--- src/design/wta_pkg.sv ---
// ----------------------------------------------------------------------------
// wta_pkg
// Shared types and constants of the wind terrain adjust unit.
// ----------------------------------------------------------------------------
package wta_pkg;

  localparam int ANGLE_BITS_DEF = 16;
  localparam int CFG_IDX_W      = 2;
  localparam int CFG_DATA_W     = 16;
  localparam int SIN_LAT        = 7;
  localparam int DIV_BITS       = 32;

  localparam logic [15:0] BASE_GAIN_RST  = 16'd16384;
  localparam logic [15:0] SLOPE_GAIN_RST = 16'd8192;
  localparam logic [15:0] CURVE_GAIN_RST = 16'd8192;
  localparam logic [14:0] MAX_SLOPE_RST  = 15'd0;

  // 2*pi in Q28 and turns per radian (65536 / 2pi) in Q16
  localparam logic [30:0] TWO_PI_Q28        = 31'd1686629713;
  localparam logic [29:0] TURNS_PER_RAD_Q16 = 30'd683565276;
  localparam logic [22:0] OMEGA_MAX         = 23'd4194304;
  localparam logic [15:0] SPEED_FLOOR       = 16'd26;
  localparam logic [14:0] TURN_MAX          = 15'd16384;
  localparam logic [15:0] QTR_TURN          = 16'd16384;
  localparam logic [15:0] TQTR_TURN         = 16'd49152;

  // odd Taylor terms of sin over one quadrant, Q30
  localparam logic [30:0] SIN_COEF [5] = '{
    31'd1686629713, 31'd693598668, 31'd85569306, 31'd5026996, 31'd172271
  };

  typedef enum logic [CFG_IDX_W-1:0] {
    CFG_BASE_GAIN,
    CFG_SLOPE_GAIN,
    CFG_CURVE_GAIN,
    CFG_MAX_SLOPE
  } wta_cfg_idx_t;

  // item fields while the trig pipe works
  typedef struct packed {
    logic [15:0]        dir;
    logic [15:0]        spd;
    logic [14:0]        slope;
    logic signed [15:0] curv;
    logic               in_win;
  } wta_ipay_t;

  // item fields carried along the divider chain
  typedef struct packed {
    logic [15:0]        dir;
    logic [15:0]        spd;
    logic signed [15:0] curv;
    logic               in_win;
    logic               om_neg;
    logic [30:0]        sm;
    logic               s2neg;
  } wta_dpay_t;

endpackage

--- src/design/wta_div_cell.sv ---
// ----------------------------------------------------------------------------
// wta_div_cell
// One restoring divider cell: settles one quotient bit and passes it on.
// ----------------------------------------------------------------------------
module wta_div_cell (
  input  logic                clk,
  input  logic                en,
  input  logic [15:0]         divisor,
  input  logic [15:0]         rem_in,
  input  logic [31:0]         num_in,
  input  logic [31:0]         quo_in,
  input  wta_pkg::wta_dpay_t  pay_in,
  output logic [15:0]         rem_out,
  output logic [31:0]         num_out,
  output logic [31:0]         quo_out,
  output wta_pkg::wta_dpay_t  pay_out
);
  import wta_pkg::*;

  logic [16:0] trial;
  logic [16:0] diff;
  logic        ge;
  logic [15:0] rem_r;
  logic [31:0] num_r;
  logic [31:0] quo_r;
  wta_dpay_t   pay_r;

  always_comb begin
    trial = {rem_in, num_in[31]};
    diff  = trial - {1'b0, divisor};
    ge    = trial >= {1'b0, divisor};
  end

  always_ff @(posedge clk) begin
    if (en) begin
      rem_r <= ge ? diff[15:0] : trial[15:0];
      num_r <= {num_in[30:0], 1'b0};
      quo_r <= {quo_in[30:0], ge};
      pay_r <= pay_in;
    end
  end

  assign rem_out = rem_r;
  assign num_out = num_r;
  assign quo_out = quo_r;
  assign pay_out = pay_r;

endmodule

--- config.mk ---
export PLATFORM = sky130hd
export DESIGN_NAME = wta_div_cell
export DESIGN_NICKNAME = d
export VERILOG_FILES = /design/src/design/wta_pkg.sv /design/src/design/wta_div_cell.sv
export SDC_FILE = /design/constraint.sdc
export NUM_CORES = 1
export LEC_CHECK = 0
export BUFFER_PORTS_ARGS = -buffer_cell sky130_fd_sc_hd__buf_2
export CORE_AREA = 2 2 133 135
export CTS_BUF_LIST = sky130_fd_sc_hd__clkbuf_4 sky130_fd_sc_hd__clkbuf_8
export DETAILED_ROUTE_END_ITERATION = 6
export DIE_AREA = 0 0 135 137
export HOLD_SLACK_MARGIN = 0.15
export PLACE_DENSITY = 0.63
export SLEW_MARGIN = 20
export SYNTH_ARGS = -nofsm -noshare
export SYNTH_HDL_FRONTEND = slang
export SYNTH_SLANG_ARGS = --single-unit
--- constraint.sdc ---
create_clock -name clk -period 3.9 [get_ports clk]
set_input_delay 0.78 -clock clk [delete_from_list [all_inputs] [get_ports clk]]
set_output_delay 0.78 -clock clk [all_outputs]
set_load 0.005 [all_outputs]
==> results.toml, run 1 <==
[layout]
nets = 872
n_fill_cell = 1523
layout.area.seq_um2 = 4835
area_growth_pct = 39.83
drive_gt1_share_pct = 56.98
multi_input_area_um2 = 1035
stdcell_area_um2 = 8377

[floorplanning]
die_h_um = 137
rows = 48
start_util_pct = 35.12
die_area_um2 = 18500
core_um2 = 17060
die_w_um = 135
top_level_ports = 342

[routing]
drt-total-wl_um = 15990
drc = 0
vias = 4124
drt_iter0_drc = 197
drtAntennaViolNets = 0
firstDrtPassIters = 4
avgRoutedWirePerCell_um = 17.49
via_per_inst = 4.512

[timing]
rsz0062_at_grt = "false"
slew-limit-headroom_pct = 34.67
setup_ws_ps = 1077
setup_viol = 0
worst_slew_pin_slew_ps = 979.9
whs_ps = 504.9
fmax_mhz = 354.2
finalHoldViolCount = 0
slew_viol_final = 0
finalSetupTns_ps = 0
min_period_over_period_pct = 72.39
finalCriticalPeriod_ps = 2823

[logic_synthesis]
synth_commonest_cells = "edfxtp_1 (161), inv_1 (22), ha_1 (16), a21oi_1 (14)"
ys_ff_latch = 161
yosysMostFrequentCell = "edfxtp_1"
yosysSeqAreaShare_pct = 80.70
synthArstFlopShare_pct = 0
postSynthCellCount = 318
yosysUniqueCellTypes = 40
yosysWarnings = 0
yosysTopAreaCell = "edfxtp_1"
ys_top_cells_by_area = "edfxtp_1 (81%), ha_1 (3.3%), mux2_4 (1.5%)"
synth_area_um2 = 5991
yosysTopAreaCellShare_pct = 80.70
synth_flop_cell = "edfxtp_1"
avgSynthCellArea_um2 = 18.84
synth_edf_count = 161
syn_nets = 515

[worst_setup_path]
cpMaxStageDelayCell = "a211oi_1"
cp-end-kind = "flip-flop"
critical_path_class = "in2reg"
start_kind = "primary input"
crit_arrival_ps = 3020
critical_path.max_fanout = 4
cpPeakStageDelay_ps = 530
worstPathRequired_ps = 4090
path_cells = "buf_2, inv_1, ha_1, fa_1, nor2b_1, o31ai_1, a211oi_1, nor2_1, a32o_1, o31a_1"

[global_routing]
antenna_found_initial = 3
grt_pass1_vias = 3933
grt_max_degree = 107
grt.overflow.total = 0
grt_usage_pct = 16.30
grt_pass1_wl_um = 22370

[clock_tree]
path_clk_slew_ps = 100
clock-sinks = 161
cts-htree-levels = 4
cts_made_buffers = 17
cts-resized-gates = 0
cts_setup_buffers = 0
clockBufferDepth = 2
cts_tree = "yes"
hold_buffers = 0
clockRootBuffer = "clkbuf_8"

[status]
status = "completed"

[power]
total_power_mw = 3.805
leakagePower_nw = 3.700
power_density_nw_per_um2 = 454.2
peakVddDrop_v = 0.0002456

[placed_design]
dpl.hpwl_um = 12580
place_area_um2 = 7979
portBuffers = 339
gp_congestion = 0.8156
place_ws_ps = 586.5

[hold_path]
hold_path.class = "in2reg"
min-delay-start = "quo_in[24]"
holdPathEnd = "quo_out[25]$_DFFE_PP_"
min_path_cells = 1

[flow_run]
cap_violations = 0
critical path: cells and delay by family:
kind | cells | cell delay (ps)
AOI/OAI and AO/OA | 4 | 1160
adders and majority gates | 2 | 600
and+or+nand+nor | 2 | 360
buffers and inverters | 2 | 120
area by class of cell:
| class | instances | area share, % |
|---|---|---|
| clock inverter | 15 | 1.927 |
| tap | 225 | 3.361 |
| timing repair buffer | 343 | 20.84 |
| multi-input combinational | 130 | 12.35 |
| inverter | 22 | 0.9858 |
| clock buffer | 17 | 2.793 |
| sequential | 161 | 57.71 |
| antenna | 1 | 0.02987 |
cells by family after synthesis:
logic type      Yosys count  synth area share (%)
compound gates           55                 6.308
xor+xnor                  9                 1.316
fa+ha+maj                17                 3.676
buf+inv                  27                 2.026
flops                   161                 80.70
mux                      15                 3.154
other cells               1               0.06260
simple gates             33                 2.757
sequential cells by signal (all words and copies together), names as in the netlist:
register  flops
rem_out      16
pay_out      82
num_out      31
quo_out      32
worst max-delay path by stage:
stage / startpoint / end / slack, ps
floorplan: divisor[4] / rem_out[10]$_DFFE_PP_ / 960
global placement: num_in[31] / rem_out[12]$_DFFE_PP_ / 600
detailed placement: num_in[31] / rem_out[12]$_DFFE_PP_ / 590
CTS: num_in[31] / rem_out[12]$_DFFE_PP_ / 1060
global route: num_in[31] / rem_out[12]$_DFFE_PP_ / 870
finish: num_in[31] / rem_out[12]$_DFFE_PP_ / 1080
metal layers:
layer	up-vias	track usage, %	part of all wire, %
li1	1944	-	-
met5	-	0	0.21
met4	4	4.340	0.91
met3	11	5.963	8.7
met2	172	30.09	55
met1	1993	17.63	35
cell usage in the layout, fill, tap and decap left out, types with 2 or more instances in the layout:
master    synthesis  final
a21o_1            7      7
xnor2_1           6      6
buf_2             0    338
o21ai_0          12     12
clkinv_8          0      3
nand2_1           8      8
clkbuf_8          0     17
inv_8             0      5
a211oi_1          5      5
clkinv_4          0      2
buf_4             3      3
a21boi_0          2      2
nor2_1           12     12
mux2_2            7      7
o31a_1            2      2
xor2_1            3      3
mux2i_1           2      2
inv_6             0      4
edfxtp_1        161    161
nand3_1           3      3
nor2b_1           3      3
o21a_1            3      3
nand4_1           2      2
ha_1             16     16
a21oi_1          14     14
inv_1            22     22
mux2_4            6      6
where the power goes:
| group | leakage, nW | switching, mW | internal [mW] |
|---|---|---|---|
| logic | 1.92 | 0.254 | 0.255 |
| clock network | 0.201 | 0.701 | 0.485 |
| registers | 1.58 | 0.0337 | 2.08 |
| total | 3.70 | 0.989 | 2.82 |
stage by stage:
stage | instances | utilization (%)
after global placement | 881 | 46.78
final | 914 | 49.11
after global routing | 913 | 49.10
after detailed placement | 881 | 46.78
after CTS | 913 | 49.10
after floorplan | 318 | -
(Power assumes the default switching activity.)
==> run 2, diff against run 1 <==
- clock period: 3.9 -> 2.96 ns (I/O delays scaled with it)
==> results.toml, run 2 (same netlist as run 1, synthesis figures left out) <==
[status]
status = "completed"

[layout]
largest_reg_flops = 82
area_growth_pct = 41.52
drive_gt1_share_pct = 57.74
n_fill_cell = 1527
final_common_cell = "buf_2"
stdcell_area_um2 = 8478
layout_common_cells = "buf_2 (338), edfxtp_1 (161), inv_1 (22)"
utilization_pct = 49.71
nets = 882
instances_no_fill = 924

[clock_tree]
clock-sinks = 161
clockRootBuffer = "clkbuf_8"
cts-resized-gates = 0
cts_tree = "yes"
clockBufferDepth = 2
hold_buffers = 0
cts_setup_buffers = 0
cts_made_buffers = 17
path_clk_slew_ps = 100
cts-htree-levels = 4

[power]
peakVddDrop_v = 0.0002641
power_density_nw_per_um2 = 596.0
total_power_mw = 5.053
leakagePower_nw = 3.758

[floorplanning]
die_area_um2 = 18500
core_um2 = 17060
rows = 48
die_w_um = 135
top_level_ports = 342
start_util_pct = 35.12
die_h_um = 137

[placed_design]
gp_congestion = 0.8455
dpl.hpwl_um = 12880
portBuffers = 339
dp.cells = 891
place_ws_ps = -53.44
place_area_um2 = 8079

[global_routing]
grt.overflow.total = 0
grt_pass1_vias = 4091
antenna_found_initial = 3
grt_max_degree = 60
grt_pass1_wl_um = 22790
grt_usage_pct = 16.79

[timing]
slew-limit-headroom_pct = 61.45
min_period_over_period_pct = 86.69
slew_viol_final = 0
worst_slew_pin_slew_ps = 578.3
rsz0062_at_grt = "false"
fmax_mhz = 389.7
setup_ws_ps = 394.0
finalSetupTns_ps = 0
whs_ps = 309.4
finalCriticalPeriod_ps = 2566
finalHoldViolCount = 0
setup_viol = 0

[worst_setup_path]
critical_path_class = "in2reg"
cp-end-kind = "flip-flop"
crit_arrival_ps = 2760
start_kind = "primary input"
critical_path.max_fanout = 4
worstPathRequired_ps = 3160

[routing]
drt-total-wl_um = 16400
via_per_inst = 4.465
avgRoutedWirePerCell_um = 17.75
drc = 0
firstDrtPassIters = 4
vias = 4126
drtAntennaViolNets = 0
drt_iter0_drc = 203

[hold_path]
hold_path.class = "in2reg"

[flow_run]
cap_violations = 0
==> run 2: where the power goes <==
group | internal [mW] | total [mW] | leakage, nW | switching, mW
logic | 0.355 | 0.703 | 1.98 | 0.348
registers | 2.73 | 2.78 | 1.58 | 0.0446
clock network | 0.637 | 1.57 | 0.203 | 0.936
==> run 2: cell type report <==
class,count,area (um2),share of cell area (%)
diodes,1,2.502,0.02952
clock buffers,17,234.0,2.760
clock inverters,15,162.7,1.919
inverters,22,82.58,0.9740
multi-input cells,130,1035,12.20
flip-flops and latches,161,4835,57.02
well taps,225,281.5,3.321
repair buffers,353,1846,21.77
==> run 2: layer usage <==
metal | wire length [um] | part of all wire [%] | global-route usage (%) | up-vias
met5 | 34 | 0.21 | 0 | -
met4 | 314 | 1.9 | 6.134 | 4
met3 | 1389 | 8.5 | 6.444 | 27
met2 | 8899 | 54 | 30.88 | 170
met1 | 5759 | 35 | 17.38 | 1963
li1 | - | - | - | 1962
==> run 2: critical path, stage by stage <==
cell and delay (ps):
buf_2 80, inv_1 40, ha_1 200, fa_1 410, nor2b_1 220, o31ai_1 120, a211oi_1 310, buf_4 180
nor2_1 70, a32o_1 250, o31a_1 280
==> run 2: worst paths after layout <==
check / startpoint / to / slack [ps] / cells after the start
setup / recovery: num_in[31] / rem_out[12]$_DFFE_PP_ / 390 / 11
hold / removal: quo_in[2] / quo_out[3]$_DFFE_PP_ / 310 / 1
==> run 3, diff against run 2 <==
- CTS_CLUSTER_DIAMETER: not set -> 40
- clock period: 2.96 -> 2.6 ns (I/O delays scaled with it)
==> results.toml, run 3 (same netlist as run 1, synthesis figures left out) <==
[routing]
drt-total-wl_um = 16690
avgRoutedWirePerCell_um = 17.66
vias = 4235
via_per_inst = 4.481
drc = 0
drt_iter0_drc = 194
drtAntennaViolNets = 0
firstDrtPassIters = 4

[flow_run]
cap_violations = 0

[layout]
layout_common_cells = "buf_2 (338), edfxtp_1 (161), buf_4 (33)"
n_antenna_cell = 0
final_common_cell = "buf_2"
area_growth_pct = 44.51
nets = 904
largest_reg_flops = 82
drive_gt1_share_pct = 59.58
instances_no_fill = 945

[worst_setup_path]
cpMaxStageDelayCell = "mux2_2"
path_cells = "buf_2, inv_1, ha_1, buf_4, a21oi_1, o21ai_0, nand2_1, o211ai_2, a31oi_4, buf_12, mux2_2"
crit_arrival_ps = 2490
cpPeakStageDelay_ps = 330
start_kind = "primary input"
critical_path_class = "in2reg"
cp-end-kind = "flip-flop"
worstPathRequired_ps = 2800
cp_num_buf_inv = 4
path_delay_family = "compound AO/OA/AOI/OAI gates"
critical_path.max_fanout = 12

[floorplanning]
start_util_pct = 35.12
die_area_um2 = 18500
rows = 48
top_level_ports = 342
die_h_um = 137
core_um2 = 17060
die_w_um = 135

[timing]
slew-limit-headroom_pct = 64.16
finalCriticalPeriod_ps = 2299
min_period_over_period_pct = 88.41
setup_viol = 0
slew_viol_final = 0
worst_slew_pin_slew_ps = 531.9
finalSetupTns_ps = 0
finalHoldViolCount = 0
setup_ws_ps = 301.3
fmax_mhz = 435.0
rsz0062_at_grt = "false"

[placed_design]
place_ws_ps = -136.2
dpl.hpwl_um = 13280
gp_congestion = 0.9098
dp.cells = 913
portBuffers = 339

[clock_tree]
hold_buffers = 0
cts-resized-gates = 0
clock-sinks = 161
cts-htree-levels = 4
cts_made_buffers = 17
cts_tree = "yes"
path_clk_slew_ps = 100
clockRootBuffer = "clkbuf_8"
cts_setup_buffers = 0
clockBufferDepth = 2

[global_routing]
grt_max_degree = 58
grt_pass1_vias = 4226
grt_pass1_wl_um = 23160
grt.overflow.total = 0
antenna_found_initial = 0
grt_usage_pct = 16.98

[power]
power.internal_mw = 4.279
power_density_nw_per_um2 = 666.7
p_seq_share_pct = 54.8
total_power_mw = 5.772
p_clk_share_pct = 30.5
switching_power_mw = 1.493
peakVddDrop_v = 0.0003394
pwr-share-comb_pct = 14.7
swShare_pct = 25.86
leakagePower_nw = 3.856

[status]
status = "completed"

[hold_path]
hold_path.class = "in2reg"
==> run 3: cell types whose count changed in the layout (fill, tap and decap cells not counted), sizes merged <==
cell	before	now
buf	353	375
clkinv	8	4
clkinvlp	0	2
clkbuf	17	18
diode	1	0
inv	29	30
==> run 3: power groups by stage <==
stage | sequential [mW] | clock [mW] | combinational (mW)
after global placement | 3.22 | 0 | 0.842
after global routing | 3.18 | 1.94 | 0.922
after CTS | 3.17 | 1.83 | 0.862
after floorplan | 3.26 | 0 | 0.265
final | 3.16 | 1.76 | 0.846
after detailed placement | 3.23 | 0 | 0.858
==> run 3: through the flow <==
step / util (%) / hold WS (ps) / instance area, um2
finish: 50.76 / 245.0 / 8657
global route: 50.76 / 200.7 / 8657
CTS: 50.76 / 205.4 / 8657
detailed placement: 48.49 / 698.1 / 8270
global placement: 48.49 / 697.8 / 8270
floorplan: - / 618.9 / 6017
==> run 3: worst paths after layout <==
path / slack, ps / start / end / depth (start not counted)
max: 300 / divisor[12] / rem_out[7]$_DFFE_PP_ / 11
min: 250 / quo_in[18] / quo_out[19]$_DFFE_PP_ / 1
==> run 3: layout make-up <==
| type | count | area [um2] |
|---|---|---|
| Clock buffer | 18 | 241.5 |
| Clock inverter | 14 | 145.1 |
| Fill cell | 1560 | 8399 |
| Inverter | 22 | 82.58 |
| Multi-Input combinational cell | 130 | 1061 |
| Sequential cell | 161 | 4835 |
| Tap cell | 225 | 281.5 |
| Timing Repair Buffer | 375 | 2011 |
==> run 3: metal layers <==
metal,up-vias,global-route usage (%),wire length [um]
li1,2006,-,-
met1,2024,17.63,5870
met2,181,31.50,9130
met3,24,6.148,1348
met4,0,6.076,342
met5,-,0,0
